==> src/assert_macros.svh <==
// Assertion macros shared by the tone curve modules.
`ifndef ASSERT_MACROS_SVH
`define ASSERT_MACROS_SVH

// Property must hold at every clock edge outside reset.
`define PLTC_ASSERT(lbl, prop) \
  lbl: assert property (@(posedge clk_i) disable iff (!rst_ni) (prop)) \
    else $error("%m: check failed");

// Consequent must hold in the cycle after the antecedent.
`define PLTC_ASSERT_NEXT(lbl, ante, cons) \
  lbl: assert property (@(posedge clk_i) disable iff (!rst_ni) (ante) |=> (cons)) \
    else $error("%m: check failed");

`endif

==> src/pltc_pkg.sv <==
// Package: types, constants and codes of the piecewise-linear tone curve.
`timescale 1ns / 1ps
package pltc_pkg;

  localparam int MaxPoints = 32;
  localparam int AddrW     = $clog2(MaxPoints);
  localparam int CntW      = $clog2(MaxPoints + 1);

  localparam int NumW      = 34;
  localparam int DenW      = 26;
  localparam int QuoW      = 17;
  localparam int DivCntW   = $clog2(QuoW);

  localparam logic OpLoad = 1'b0;
  localparam logic OpMap  = 1'b1;

  localparam logic [1:0] CfgPointCount = 2'd0;
  localparam logic [1:0] CfgInvert     = 2'd1;
  localparam logic [1:0] CfgSampleMode = 2'd2;

  typedef struct packed {
    logic        op;
    logic [4:0]  point_index;
    logic [15:0] point_x;
    logic [15:0] point_y;
    logic [15:0] pixel;
  } in_word_t;

  typedef struct packed {
    logic [15:0] mapped_pixel;
    logic [5:0]  segment;
  } out_word_t;

  typedef struct packed {
    logic [5:0] point_count;
    logic       invert;
    logic       sample_mode;
  } cfg_t;

  typedef struct packed {
    logic            start;
    logic [NumW-1:0] num;
    logic [DenW-1:0] den;
  } div_req_t;

  typedef struct packed {
    logic            done;
    logic [QuoW-1:0] quo;
  } div_rsp_t;

  typedef enum logic [3:0] {
    SIdle,
    SLdWrite,
    SPxLast,
    SPxFirst,
    SScan,
    SMul0,
    SMul1,
    SSum,
    SDivWait,
    SDone
  } seq_state_e;

endpackage

==> src/piecewise_linear_tone_curve_top.sv <==
// A load word is written to the RAM in SLdWrite; a pixel word above the last breakpoint
// goes straight to the multiplier, else the first breakpoint is read and, if needed, a scan.
// Throughput: one word at a time; the search reads one breakpoint per cycle from the
// breakpoint RAM, then a radix-2 divider finishes the interpolation.
// Reset: async active low clears control and sets point_count 7, invert 0,
// sample_mode 0; breakpoint RAM is not cleared.
`timescale 1ns / 1ps
module piecewise_linear_tone_curve_top (
  input  logic                clk_i,
  input  logic                rst_ni,
  input  logic                in_valid_i,
  output logic                in_stall_o,
  input  pltc_pkg::in_word_t  in_data_i,
  output logic                out_valid_o,
  input  logic                out_stall_i,
  output pltc_pkg::out_word_t out_data_o,
  input  logic                cfg_valid_i,
  output logic                cfg_ready_o,
  input  logic [1:0]          cfg_index_i,
  input  logic [5:0]          cfg_data_i
);

  pltc_pkg::cfg_t      cfg_q;
  logic                res_valid, res_ready;
  pltc_pkg::out_word_t res_data;
  logic                out_valid_q;
  pltc_pkg::out_word_t out_data_q;

  assign cfg_ready_o = 1'b1;

  always_ff @(posedge clk_i or negedge rst_ni) begin
    if (!rst_ni) begin
      cfg_q.point_count <= 6'd7;
      cfg_q.invert      <= 1'b0;
      cfg_q.sample_mode <= 1'b0;
    end else if (cfg_valid_i && cfg_ready_o) begin
      unique case (cfg_index_i)
        pltc_pkg::CfgPointCount: cfg_q.point_count <= cfg_data_i;
        pltc_pkg::CfgInvert:     cfg_q.invert      <= cfg_data_i[0];
        pltc_pkg::CfgSampleMode: cfg_q.sample_mode <= cfg_data_i[0];
        default: ;
      endcase
    end
  end

  pltc_seq u_seq (
    .clk_i      (clk_i),
    .rst_ni     (rst_ni),
    .cfg_i      (cfg_q),
    .in_valid_i (in_valid_i),
    .in_stall_o (in_stall_o),
    .in_data_i  (in_data_i),
    .res_valid_o(res_valid),
    .res_ready_i(res_ready),
    .res_data_o (res_data)
  );

  assign res_ready = !out_valid_q || !out_stall_i;

  always_ff @(posedge clk_i or negedge rst_ni) begin
    if (!rst_ni) begin
      out_valid_q <= 1'b0;
    end else if (res_valid && res_ready) begin
      out_valid_q <= 1'b1;
    end else if (!out_stall_i) begin
      out_valid_q <= 1'b0;
    end
  end

  always_ff @(posedge clk_i) begin
    if (res_valid && res_ready) begin
      out_data_q <= res_data;
    end
  end

  assign out_valid_o = out_valid_q;
  assign out_data_o  = out_data_q;

endmodule

==> src/pltc_ram.sv <==
// Generic single-port-write, registered-read breakpoint RAM.
`timescale 1ns / 1ps
module pltc_ram #(
  parameter int Width = 32,
  parameter int Depth = 32
) (
  input  logic                     clk_i,
  input  logic                     wr_en_i,
  input  logic [$clog2(Depth)-1:0] wr_addr_i,
  input  logic [Width-1:0]         wr_data_i,
  input  logic [$clog2(Depth)-1:0] rd_addr_i,
  output logic [Width-1:0]         rd_data_o
);

  logic [Width-1:0] mem_q [Depth];
  logic [Width-1:0] rd_data_q;

  always_ff @(posedge clk_i) begin
    if (wr_en_i) begin
      mem_q[wr_addr_i] <= wr_data_i;
    end
    rd_data_q <= mem_q[rd_addr_i];
  end

  assign rd_data_o = rd_data_q;

endmodule

==> src/pltc_div.sv <==
// Radix-2 restoring divider, one quotient bit per cycle.
`timescale 1ns / 1ps
`include "assert_macros.svh"
module pltc_div (
  input  logic               clk_i,
  input  logic               rst_ni,
  input  pltc_pkg::div_req_t req_i,
  output pltc_pkg::div_rsp_t rsp_o
);

  logic                              busy_q;
  logic                              done_q;
  logic [pltc_pkg::DivCntW-1:0]      cnt_q;
  logic [pltc_pkg::DenW-1:0]         rem_q;
  logic [pltc_pkg::DenW-1:0]         rem_d;
  logic [pltc_pkg::DenW-1:0]         den_q;
  logic [pltc_pkg::QuoW-1:0]         num_q;
  logic [pltc_pkg::QuoW-1:0]         quo_q;
  logic [pltc_pkg::DenW:0]           shifted;
  logic                              ge;

  always_comb begin
    shifted = {rem_q, num_q[pltc_pkg::QuoW-1]};
    ge      = shifted >= {1'b0, den_q};
    rem_d   = ge ? pltc_pkg::DenW'(shifted - {1'b0, den_q}) : pltc_pkg::DenW'(shifted);
  end

  always_ff @(posedge clk_i or negedge rst_ni) begin
    if (!rst_ni) begin
      busy_q <= 1'b0;
      done_q <= 1'b0;
      cnt_q  <= '0;
    end else begin
      done_q <= 1'b0;
      if (req_i.start) begin
        busy_q <= 1'b1;
        cnt_q  <= '0;
      end else if (busy_q) begin
        cnt_q <= cnt_q + pltc_pkg::DivCntW'(1);
        if (cnt_q == pltc_pkg::DivCntW'(pltc_pkg::QuoW - 1)) begin
          busy_q <= 1'b0;
          done_q <= 1'b1;
        end
      end
    end
  end

  always_ff @(posedge clk_i) begin
    if (req_i.start) begin
      rem_q <= pltc_pkg::DenW'(req_i.num[pltc_pkg::NumW-1:pltc_pkg::QuoW]);
      num_q <= req_i.num[pltc_pkg::QuoW-1:0];
      den_q <= req_i.den;
    end else if (busy_q) begin
      rem_q <= rem_d;
      num_q <= {num_q[pltc_pkg::QuoW-2:0], 1'b0};
      quo_q <= {quo_q[pltc_pkg::QuoW-2:0], ge};
    end
  end

  assign rsp_o.done = done_q;
  assign rsp_o.quo  = quo_q;

  `PLTC_ASSERT(a_start_idle, !req_i.start || !busy_q)
  `PLTC_ASSERT_NEXT(a_done_after_busy, done_q, !busy_q && !done_q)

endmodule

==> src/pltc_seq.sv <==
// Sequencer and datapath: breakpoint search, shared multiplier, divider control.
`timescale 1ns / 1ps
`include "assert_macros.svh"
module pltc_seq (
  input  logic                clk_i,
  input  logic                rst_ni,
  input  pltc_pkg::cfg_t      cfg_i,
  input  logic                in_valid_i,
  output logic                in_stall_o,
  input  pltc_pkg::in_word_t  in_data_i,
  output logic                res_valid_o,
  input  logic                res_ready_i,
  output pltc_pkg::out_word_t res_data_o
);

  pltc_pkg::seq_state_e state_q, state_d;

  logic                       wr_en;
  logic [pltc_pkg::AddrW-1:0] wr_addr;
  logic [31:0]                wr_data;
  logic [pltc_pkg::AddrW-1:0] rd_addr;
  logic [31:0]                rd_data;
  logic [15:0]                rx, ry;

  logic [pltc_pkg::CntW-1:0]  n;
  logic [pltc_pkg::AddrW-1:0] n_m1;
  logic [15:0]                in_v;

  logic [15:0]                ld_x_q, ld_y_q;
  logic [4:0]                 ld_idx_q;
  logic                       ld_ok_q, ld_prev_q;

  logic [15:0]                v_q, ylast_q, prev_x_q, prev_y_q;
  logic [pltc_pkg::AddrW-1:0] j_q;
  logic [15:0]                yl_q, yr_q, d_q, t_q, res_q;
  logic [5:0]                 seg_q;
  logic [31:0]                acc_q, prod_q;

  logic                       upper_hit, lower_hit, found_hit, scan_end;
  logic [15:0]                mul_a, mul_b;
  logic [31:0]                prod;
  logic [32:0]                tot;
  logic [24:0]                den;
  logic [15:0]                fs, clamped;

  pltc_pkg::div_req_t         div_req;
  pltc_pkg::div_rsp_t         div_rsp;

  pltc_ram #(
    .Width(32),
    .Depth(pltc_pkg::MaxPoints)
  ) u_ram (
    .clk_i    (clk_i),
    .wr_en_i  (wr_en),
    .wr_addr_i(wr_addr),
    .wr_data_i(wr_data),
    .rd_addr_i(rd_addr),
    .rd_data_o(rd_data)
  );

  pltc_div u_div (
    .clk_i (clk_i),
    .rst_ni(rst_ni),
    .req_i (div_req),
    .rsp_o (div_rsp)
  );

  always_comb begin
    rx = rd_data[31:16];
    ry = rd_data[15:0];
    if (cfg_i.point_count == 6'd0) begin
      n = pltc_pkg::CntW'(1);
    end else if (int'(cfg_i.point_count) > pltc_pkg::MaxPoints) begin
      n = pltc_pkg::CntW'(pltc_pkg::MaxPoints);
    end else begin
      n = pltc_pkg::CntW'(cfg_i.point_count);
    end
    n_m1 = pltc_pkg::AddrW'(n - pltc_pkg::CntW'(1));
    in_v = cfg_i.sample_mode ? in_data_i.pixel : {in_data_i.pixel[7:0], in_data_i.pixel[7:0]};

    upper_hit = v_q > rx;
    lower_hit = v_q < rx;
    found_hit = (prev_x_q <= v_q) && (v_q < rx);
    scan_end  = j_q == n_m1;

    mul_a = (state_q == pltc_pkg::SMul0) ? yl_q : yr_q;
    mul_b = (state_q == pltc_pkg::SMul0) ? (d_q - t_q) : t_q;
    prod  = mul_a * mul_b;

    tot = {1'b0, acc_q} + {1'b0, prod_q};
    den = cfg_i.sample_mode ? {9'd0, d_q} : ({1'b0, d_q, 8'd0} + {9'd0, d_q});
    div_req.start = state_q == pltc_pkg::SSum;
    div_req.num   = {tot, 1'b0} + pltc_pkg::NumW'(den);
    div_req.den   = {den, 1'b0};

    fs      = cfg_i.sample_mode ? 16'hFFFF : 16'h00FF;
    clamped = (div_rsp.quo > {1'b0, fs}) ? fs : div_rsp.quo[15:0];

    wr_addr = pltc_pkg::AddrW'(ld_idx_q);
    wr_data = {(ld_prev_q && (ld_x_q < rx)) ? rx : ld_x_q, ld_y_q};
  end

  always_ff @(posedge clk_i or negedge rst_ni) begin
    if (!rst_ni) begin
      state_q <= pltc_pkg::SIdle;
    end else begin
      state_q <= state_d;
    end
  end

  always_comb begin
    state_d     = state_q;
    in_stall_o  = 1'b1;
    wr_en       = 1'b0;
    rd_addr     = '0;
    res_valid_o = 1'b0;
    unique case (state_q)
      pltc_pkg::SIdle: begin
        in_stall_o = 1'b0;
        if (in_valid_i) begin
          if (in_data_i.op == pltc_pkg::OpMap) begin
            rd_addr = n_m1;
            state_d = pltc_pkg::SPxLast;
          end else begin
            rd_addr = pltc_pkg::AddrW'(in_data_i.point_index - 5'd1);
            state_d = pltc_pkg::SLdWrite;
          end
        end
      end
      pltc_pkg::SLdWrite: begin
        wr_en   = ld_ok_q;
        state_d = pltc_pkg::SIdle;
      end
      pltc_pkg::SPxLast: begin
        if (upper_hit) begin
          state_d = pltc_pkg::SMul0;
        end else begin
          rd_addr = '0;
          state_d = pltc_pkg::SPxFirst;
        end
      end
      pltc_pkg::SPxFirst: begin
        if (lower_hit || n_m1 == '0) begin
          state_d = pltc_pkg::SMul0;
        end else begin
          rd_addr = pltc_pkg::AddrW'(1);
          state_d = pltc_pkg::SScan;
        end
      end
      pltc_pkg::SScan: begin
        if (found_hit || scan_end) begin
          state_d = pltc_pkg::SMul0;
        end else begin
          rd_addr = j_q + pltc_pkg::AddrW'(1);
        end
      end
      pltc_pkg::SMul0: state_d = pltc_pkg::SMul1;
      pltc_pkg::SMul1: state_d = pltc_pkg::SSum;
      pltc_pkg::SSum:  state_d = pltc_pkg::SDivWait;
      pltc_pkg::SDivWait: begin
        if (div_rsp.done) begin
          state_d = pltc_pkg::SDone;
        end
      end
      pltc_pkg::SDone: begin
        res_valid_o = 1'b1;
        if (res_ready_i) begin
          state_d = pltc_pkg::SIdle;
        end
      end
      default: state_d = pltc_pkg::SIdle;
    endcase
  end

  always_ff @(posedge clk_i) begin
    unique case (state_q)
      pltc_pkg::SIdle: begin
        v_q       <= in_v;
        ld_x_q    <= in_data_i.point_x;
        ld_y_q    <= in_data_i.point_y;
        ld_idx_q  <= in_data_i.point_index;
        ld_ok_q   <= int'(in_data_i.point_index) < pltc_pkg::MaxPoints;
        ld_prev_q <= in_data_i.point_index != 5'd0;
      end
      pltc_pkg::SPxLast: begin
        ylast_q <= ry;
        if (upper_hit) begin
          yl_q  <= ry;
          yr_q  <= 16'hFFFF;
          d_q   <= 16'hFFFF - rx;
          t_q   <= v_q - rx;
          seg_q <= 6'(n);
        end
      end
      pltc_pkg::SPxFirst: begin
        prev_x_q <= rx;
        prev_y_q <= ry;
        j_q      <= pltc_pkg::AddrW'(1);
        if (lower_hit) begin
          yl_q  <= '0;
          yr_q  <= ry;
          d_q   <= rx;
          t_q   <= v_q;
          seg_q <= '0;
        end else begin
          yl_q  <= ylast_q;
          yr_q  <= ylast_q;
          d_q   <= 16'd1;
          t_q   <= '0;
          seg_q <= 6'(n_m1);
        end
      end
      pltc_pkg::SScan: begin
        prev_x_q <= rx;
        prev_y_q <= ry;
        j_q      <= j_q + pltc_pkg::AddrW'(1);
        if (found_hit) begin
          yl_q  <= prev_y_q;
          yr_q  <= ry;
          d_q   <= rx - prev_x_q;
          t_q   <= v_q - prev_x_q;
          seg_q <= 6'(j_q);
        end else if (scan_end) begin
          yl_q  <= ylast_q;
          yr_q  <= ylast_q;
          d_q   <= 16'd1;
          t_q   <= '0;
          seg_q <= 6'(n_m1);
        end
      end
      pltc_pkg::SMul0: acc_q <= prod;
      pltc_pkg::SMul1: prod_q <= prod;
      pltc_pkg::SDivWait: begin
        if (div_rsp.done) begin
          res_q <= clamped ^ (cfg_i.invert ? fs : 16'd0);
        end
      end
      default: ;
    endcase
  end

  assign res_data_o.mapped_pixel = res_q;
  assign res_data_o.segment      = seg_q;

  `PLTC_ASSERT(a_t_within_d, state_q != pltc_pkg::SMul0 || (t_q <= d_q && d_q != 16'd0))
  `PLTC_ASSERT(a_scan_index, state_q != pltc_pkg::SScan || (j_q != '0 && j_q <= n_m1))

endmodule
==> config.mk <==
export PLATFORM = sky130hd
export DESIGN_NAME = piecewise_linear_tone_curve_top
export DESIGN_NICKNAME = d
export VERILOG_FILES = /design/src/pltc_pkg.sv /design/src/piecewise_linear_tone_curve_top.sv /design/src/pltc_ram.sv /design/src/pltc_div.sv /design/src/pltc_seq.sv
export VERILOG_INCLUDE_DIRS = /design/src /design/src/src
export SDC_FILE = /design/constraint.sdc
export NUM_CORES = 2
export LEC_CHECK = 0
export ABC_AREA = 1
export BUFFER_PORTS_ARGS = -buffer_cell sky130_fd_sc_hd__buf_2
export CAP_MARGIN = 20
export CELL_PAD_IN_SITES_DETAIL_PLACEMENT = 1
export CELL_PAD_IN_SITES_GLOBAL_PLACEMENT = 1
export CORE_ASPECT_RATIO = 1.25
export CORE_MARGIN = 3
export CORE_UTILIZATION = 47
export CTS_CLUSTER_DIAMETER = 100
export DETAILED_ROUTE_END_ITERATION = 12
export GPL_ROUTABILITY_DRIVEN = 0
export PLACE_DENSITY = 0.75
export SLEW_MARGIN = 0
export SYNTH_ARGS = -nofsm -noshare
export SYNTH_HDL_FRONTEND = slang
export SYNTH_SLANG_ARGS = --single-unit
==> constraint.sdc <==
create_clock -name clk_i -period 16.9 [get_ports clk_i]
set_input_delay 1.69 -clock clk_i [delete_from_list [all_inputs] [get_ports clk_i]]
set_output_delay 1.69 -clock clk_i [all_outputs]
set_load 0.01 [all_outputs]
# After elaboration in Yosys (flattened, before gate mapping)
# Memories as Yosys holds them, arrays and structs flattened. A register that Yosys moved wholly into a read port is not among the register bits.
# Index checks and enable logic that the tools add are counted.
[totals]
latch_bits = 0
rom_bits = 0
out_inout_bits = 25
wordCells = 168
register_bits = 384
ram_bits = 1024
memories = 1
input_bits = 67
[op_classes]
n_mux = 68
n_reduce_logical = 24
n_shift = 0
n_div = 0
bitwise_logic = 2
n_mul = 1
magnitude_cmp = 7
eq_ne = 20
addsub = 13
[memory_table]
columns = ["name", "depth", "word_bits", "rd", "rd_ports_with_merged_regs", "write_ports", "line_no", "source"]
rows = [
  ["u_seq.u_ram.mem_q", 32, 32, 1, 1, 1, "pltc_ram.sv:15", "logic [Width-1:0] mem_q [Depth];"],
]
[op_table]
columns = ["operator", "count"]
rows = [
  ["$mux 16", 22],
  ["$pmux 16 s3", 4],
  ["$mux 17", 4],
  ["$sub 16x16->16", 4],
  ["$pmux 4 s9", 1],
  ["$add 34x25->34", 1],
  ["$add 32x32->33", 1],
  ["$lt 16x16->1", 2],
  ["$mul 16x16->32", 1],
  ["$mux 5", 6],
  ["$mux 6", 5],
  ["$ge 27x26->1", 1],
  ["$mux 26", 1],
  ["$sub 26x26->26", 1],
  ["$add 24x16->25", 1],
  ["$mux 25", 1],
  ["$pmux 6 s3", 1],
  ["$gt 17x16->1", 1],
  ["$eq 4x3->1 const B", 4],
  ["$gt 16x16->1", 1],
  ["$le 16x16->1", 1],
  ["$mux 4", 4],
  ["$sub 16x16->16 const A", 1],
  ["$xor 16x16->16", 1],
  ["33 further kinds", 65],
]

# Logic depth before layout (Yosys ltp)
[logic_depth]
word_depth = 8
depth_mapped = 36
depth_no_buf = 36

# Cells and area by module
# From an unflattened synthesis, not the netlist that was laid out.
[hier_totals]
hier_cells = 7672
area_unflattened_um2 = 76782.4
[by_module_without_submodules]
columns = ["module", "n_inst", "area_each_um2", "cells_per_inst", "seq_area_each_um2"]
rows = [
  ["pltc_ram", 1, 42405.7, 3536, 31390.1],
  ["pltc_seq", 1, 27436.3, 3301, 7817.5],
  ["pltc_div", 1, 5869.4, 767, 2667.6],
  ["piecewise_linear_tone_curve_top", 1, 1071.0, 68, 889.6],
]

# Worst setup path after synthesis
# OpenSTA, ideal clock, no wires.
[synth_timing]
path_type = "reg2reg"
from = "reg u_seq.state_q[2]"
to = "reg u_seq.acc_q[25], data pin"
setup_time_ps = 264
period_less_slack_ps = 7612
path_buffers = 1
path_slack_ps = 9288
path_stages_with_launch = 27
t_arrival_ps = 7348
required_ps = 16636
cell_sequence = "dfrtp_1 > inv_1 > nor2_1 > inv_1 > nor2_1 > clkbuf_1 > o21ai_1 > inv_1 > nor2_1 > fa_1 > inv_1 > fa_1 > fa_1 > inv_1 > fa_1 > fa_1 > inv_1 > fa_1 > inv_1 > ha_1 > a21oi_1 > a21boi_0 > o21ai_0 > a21oi_1 > o21ai_0 > a21oi_1 > xnor2_1"
[synth_between]
elab_chain_cells = 3
elab_cells_between_ends = 4
cone_classes = "mul: 1; eq/ne: 1; mux: 2"
[synth_rtl]
columns = ["element", "line_no", "source"]
rows = [
  ["from (decl)", "pltc_seq.sv:16", "pltc_pkg::seq_state_e state_q, state_d;"],
  ["from (signal assigned)", "pltc_seq.sv:105", "state_q <= pltc_pkg::SIdle;"],
  ["from (signal assigned)", "pltc_seq.sv:107", "state_q <= state_d;"],
  ["$eq 4x3->1 (*)", "pltc_seq.sv:86, pltc_seq.sv:87", ""],
  ["$mux 16 (on tied branches)", "pltc_seq.sv:86, pltc_seq.sv:87", ""],
  ["$mul 16x16->32 (*)", "pltc_seq.sv:88", "prod = mul_a * mul_b;"],
  ["net u_seq.prod[25]", "pltc_seq.sv:41", "logic [31:0] prod;"],
  ["to (signal assigned)", "pltc_seq.sv:231", "pltc_pkg::SMul0: acc_q <= prod;"],
  ["to (decl)", "pltc_seq.sv:37", "logic [31:0] acc_q, prod_q;"],
]
# Mark *: on every way through the listed nets, which the timed path passes. The rest lies on a longest branch.
# A chain may end at the register's enable or synchronous reset.

# Worst setup path in the final report
[layout_timing]
from = "reg u_seq.state_q[2]"
to = "reg u_seq.prod_q[28], data pin"
[layout_between]
elab_chain_cells = 3
elab_cells_between_ends = 4
cone_classes = "mul: 1; eq/ne: 1; mux: 2"
[layout_rtl]
columns = ["element", "line_no", "source"]
rows = [
  ["$eq 4x3->1 (*)", "pltc_seq.sv:86, pltc_seq.sv:87", ""],
  ["$mux 16 (on tied branches)", "pltc_seq.sv:86, pltc_seq.sv:87", ""],
  ["$mul 16x16->32 (*)", "pltc_seq.sv:88", ""],
  ["net u_seq.prod[28]", "pltc_seq.sv:41", ""],
  ["to (signal assigned)", "pltc_seq.sv:232", "pltc_pkg::SMul1: prod_q <= prod;"],
  ["to (decl)", "pltc_seq.sv:37", ""],
]
# Marks and branches as above.

==> impl_metrics.env <==
export IMPL_rsz0062_at_grt="false"
export IMPL_rows=165
export IMPL_holdWs_ns=0.416
export IMPL_cp_start_kind="flip-flop"
export IMPL_synth_area_mux_share_pct=0.0291
export IMPL_antenna_left=0
export IMPL_crit_cells=28
export IMPL_critPathMaxStageDelay_ns=0.80
export IMPL_syn_num_nets=8367
export IMPL_initial_core_util_pct=47.6
export IMPL_dominantRegCellSynth="edfxtp_1"
export IMPL_cpMaxStageDelayCell="o21ai_1"
export IMPL_grt_pass1_vias=62986
export IMPL_synth_async_reset_ratio_pct=1.39
export IMPL_required_ns=17.44
export IMPL_io_buffers=90
export IMPL_cp_max_fo=59
export IMPL_clock_sinks=1440
export IMPL_postSynthAreaPerCell_um2=9.92
export IMPL_rr_endpoint="u_seq.prod_q[28]"
export IMPL_clockBufferDepth=3
export IMPL_whs_path_depth=0
export IMPL_critPathTopFamily="adder cells"
export IMPL_max_slew_margin_rel_pct=17.8
export IMPL_cap_viol_max_count=0
export IMPL_most_common_layout_cells="nand2_1 (1,612), edfxtp_1 (1,379), nand3_1 (1,231)"
export IMPL_grt_pass1_wl_um=387000
export IMPL_worst_pin_slew_ns=1.23
export IMPL_setup_tns_ns=0
export IMPL_synth_seq_cells=1440
export IMPL_design_area_mm2=0.0854
export IMPL_hold_viol_final=0
export IMPL_firstDrtPassIters=6
export IMPL_htreeDepth=4
export IMPL_finalCritPeriodShare_pct=52.6
export IMPL_syn_inst=7812
export IMPL_status="finished clean"
export IMPL_powerDensity_mw_per_mm2=86.0
export IMPL_antenna_found_initial=15
export IMPL_insertion_delay_ns=0.81
export IMPL_yosysUniqueCellTypes=58
export IMPL_fin_total_pwr_mw=7.35
export IMPL_track_usage_pct=30.3
export IMPL_drive_gt1_share_pct=6.83
export IMPL_hpwl_um=164000
export IMPL_synth_edff_count=1379
export IMPL_fin_crit_ns=8.88
export IMPL_dpl_cell_area_mm2=0.0804
export IMPL_drt_wl_total_um=259000
export IMPL_area_growth_pct=10.3
export IMPL_r2r_slack_ns=8.02
export IMPL_r2r_cells=28
export IMPL_p_switching_mw=1.57
export IMPL_layout_setup_ws_ns=8.02
export IMPL_final_core_util_pct=52.5
export IMPL_nNetsFinal=8399
export IMPL_synth_xor_area_share_pct=1.65
export IMPL_drc=0
export IMPL_fin_cells=10145
export IMPL_synth_top_family_by_area="simple AND/OR/NAND/NOR gates"
export IMPL_synth_warnings=0
export IMPL_min_from="u_seq.seg_q[5]"
export IMPL_path_clk_slew_ns=0.07
export IMPL_internal_power_mw=5.78
export IMPL_place_ws_ns=8.06
export IMPL_viasPerCell=5.81
export IMPL_synth_compound_area_share_pct=4.84
export IMPL_ir_drop_mv=0.0746
export IMPL_clkPwrFrac_pct=45.3
export IMPL_min_path_type="reg -> reg"
export IMPL_drt_iter0_markers=4943
export IMPL_syn_area_mm2=0.0775
export IMPL_drv_slew=0
export IMPL_arrival_ns=9.42
export IMPL_io_pins=92
export IMPL_core_mm2=0.163
export IMPL_cp_common_cell="inv_1"
export IMPL_die_w_um=369
export IMPL_p_sw_share_pct=21.3
export IMPL_die_y_um=460
export IMPL_grt_max_degree=182
export IMPL_synthSimpleGateAreaFrac_pct=20.5
export IMPL_cts_hold_buf=0
export IMPL_num_vias=58917
export IMPL_wire_per_inst_um=25.5
export IMPL_ys_seq_area_share_pct=55.2
export IMPL_fmax_mhz=113
export IMPL_placed_cells_incl_taps=9852
export IMPL_crit_type="reg -> reg"
export IMPL_post_cts_buffers=0
export IMPL_die_area_mm2=0.170
export IMPL_layout_commonest_cell="nand2_1"
export IMPL_cts_root_buf="clkbuf_16"
export IMPL_synthAdderAreaFrac_pct=9.84
export IMPL_numCtsBuffers=151
export IMPL_gr_total_overflow=0
export IMPL_cp_buffers_inverters=10
export IMPL_setup_viol=0
export IMPL_hold_end="out_data_o[5]"
export IMPL_ctsResizeCount=0
export IMPL_p_leak_nw=35.3
export IMPL_reg2reg_from="u_seq.state_q[2]"
export IMPL_p_seq_share_pct=52.6
export IMPL_cts_tree="yes"
export IMPL_end_kind="flip-flop"
export IMPL_power_frac_comb_pct=2.1
export IMPL_skew_ns=0.0289
-- worst reg2reg max path, delay by kind of cell (launching register included) --
kind,cells,cell delay [ns]
buffers and inverters,10,2.10
AOI/OAI and AO/OA,3,1.06
and+or+nand+nor,7,1.73
adders and majority gates,7,3.18
xor gates and xnor gates,1,0.15
DFF,1,0.39
-- metal layers --
layer,global-route usage [%],share of wire (%),vias up
li1,-,-,26252
met1,35.5,38,29888
met2,53.0,50,2050
met3,4.24,5.5,719
met4,17.5,6.5,8
met5,0,0.020,-
-- cell type report --
| class | instances | area, um^2 |
|---|---|---|
| Clock inverter | 85 | 856 |
| Tap cell | 2171 | 2720 |
| Fill cell | 17983 | 77300 |
| Inverter | 1216 | 4600 |
| Antenna cell | 7 | 17.5 |
| Sequential cell | 1440 | 42700 |
| Multi-Input combinational cell | 4820 | 29000 |
| Timing Repair Buffer | 215 | 1530 |
| Clock buffer | 191 | 4000 |
-- logic make-up (layout without fill, tap and decap cells) --
family	count (synthesis)	count (layout)
multiplexers	2	2
AND/OR/NAND/NOR	3520	3520
flip-flops	1440	1440
adder cells (fa/ha/maj)	488	488
AO/OA/AOI/OAI	663	663
other	1	8
buffers and inverters	1552	1707
XOR/XNOR	146	146
-- flip-flops by register name, indices dropped and copies added (netlist names), 17 cells and up --
register / flops
u_seq.u_div.den_q: 25
out_data_o: 22
u_seq.u_div.num_q: 17
u_seq.prod_q: 32
u_seq.u_div.quo_q: 17
u_seq.u_ram.rd_data_o: 32
u_seq.u_div.rem_q: 26
u_seq.acc_q: 32
u_seq.u_ram.mem_q: 1024
-- cells in the mapped netlist (5+ instances only) --
library cell,n,share of area [%]
a21o_1,21,0.20
inv_2,7,0.034
nor4_1,6,0.048
o221ai_1,23,0.26
nor2_1,333,1.6
clkbuf_1,81,0.39
clkinv_1,9,0.044
o21ai_0,223,1.4
nand2_2,7,0.057
edfxtp_1,1379,53
xnor2_1,53,0.60
nor3_1,30,0.19
inv_1,1199,5.8
buf_1,22,0.11
a21oi_1,262,1.7
o21a_1,12,0.12
o31ai_1,7,0.068
dfxtp_1,41,1.1
nand4_1,24,0.19
xor2_1,93,1.1
o21ai_1,17,0.11
dfrtp_1,17,0.55
a21boi_0,7,0.068
buf_2,220,1.4
or2_2,12,0.097
and3_1,5,0.040
buf_4,11,0.11
ha_1,286,4.6
a31oi_1,26,0.21
o211ai_1,24,0.23
nand3_1,1232,8.0
o21bai_1,13,0.13
nand3b_1,245,2.4
fa_1,202,5.2
o21ai_2,6,0.068
nand2_1,1614,7.8
-- power by group through the flow --
stage	Clock (mW)	Sequential (mW)	Combinational, mW
CTS	3.37	3.87	0.152
global route	3.51	3.86	0.168
global placement	0	3.94	0.144
detailed placement	0	3.94	0.148
floorplan	0	3.94	0.0937
finish	3.33	3.87	0.152
-- how the worst max path moves through the flow --
stage	start	to	slack, ns
after floorplan	u_seq.state_q[2]	u_seq.acc_q[25]	9.29
after global routing	u_seq.state_q[2]	u_seq.acc_q[25]	7.58
after CTS	u_seq.state_q[2]	u_seq.prod_q[28]	8.06
after global placement	u_seq.state_q[2]	u_seq.acc_q[28]	8.19
final	u_seq.state_q[2]	u_seq.prod_q[28]	8.02
after detailed placement	u_seq.state_q[2]	u_seq.acc_q[28]	8.06
Power figures use the tool's default switching activity.
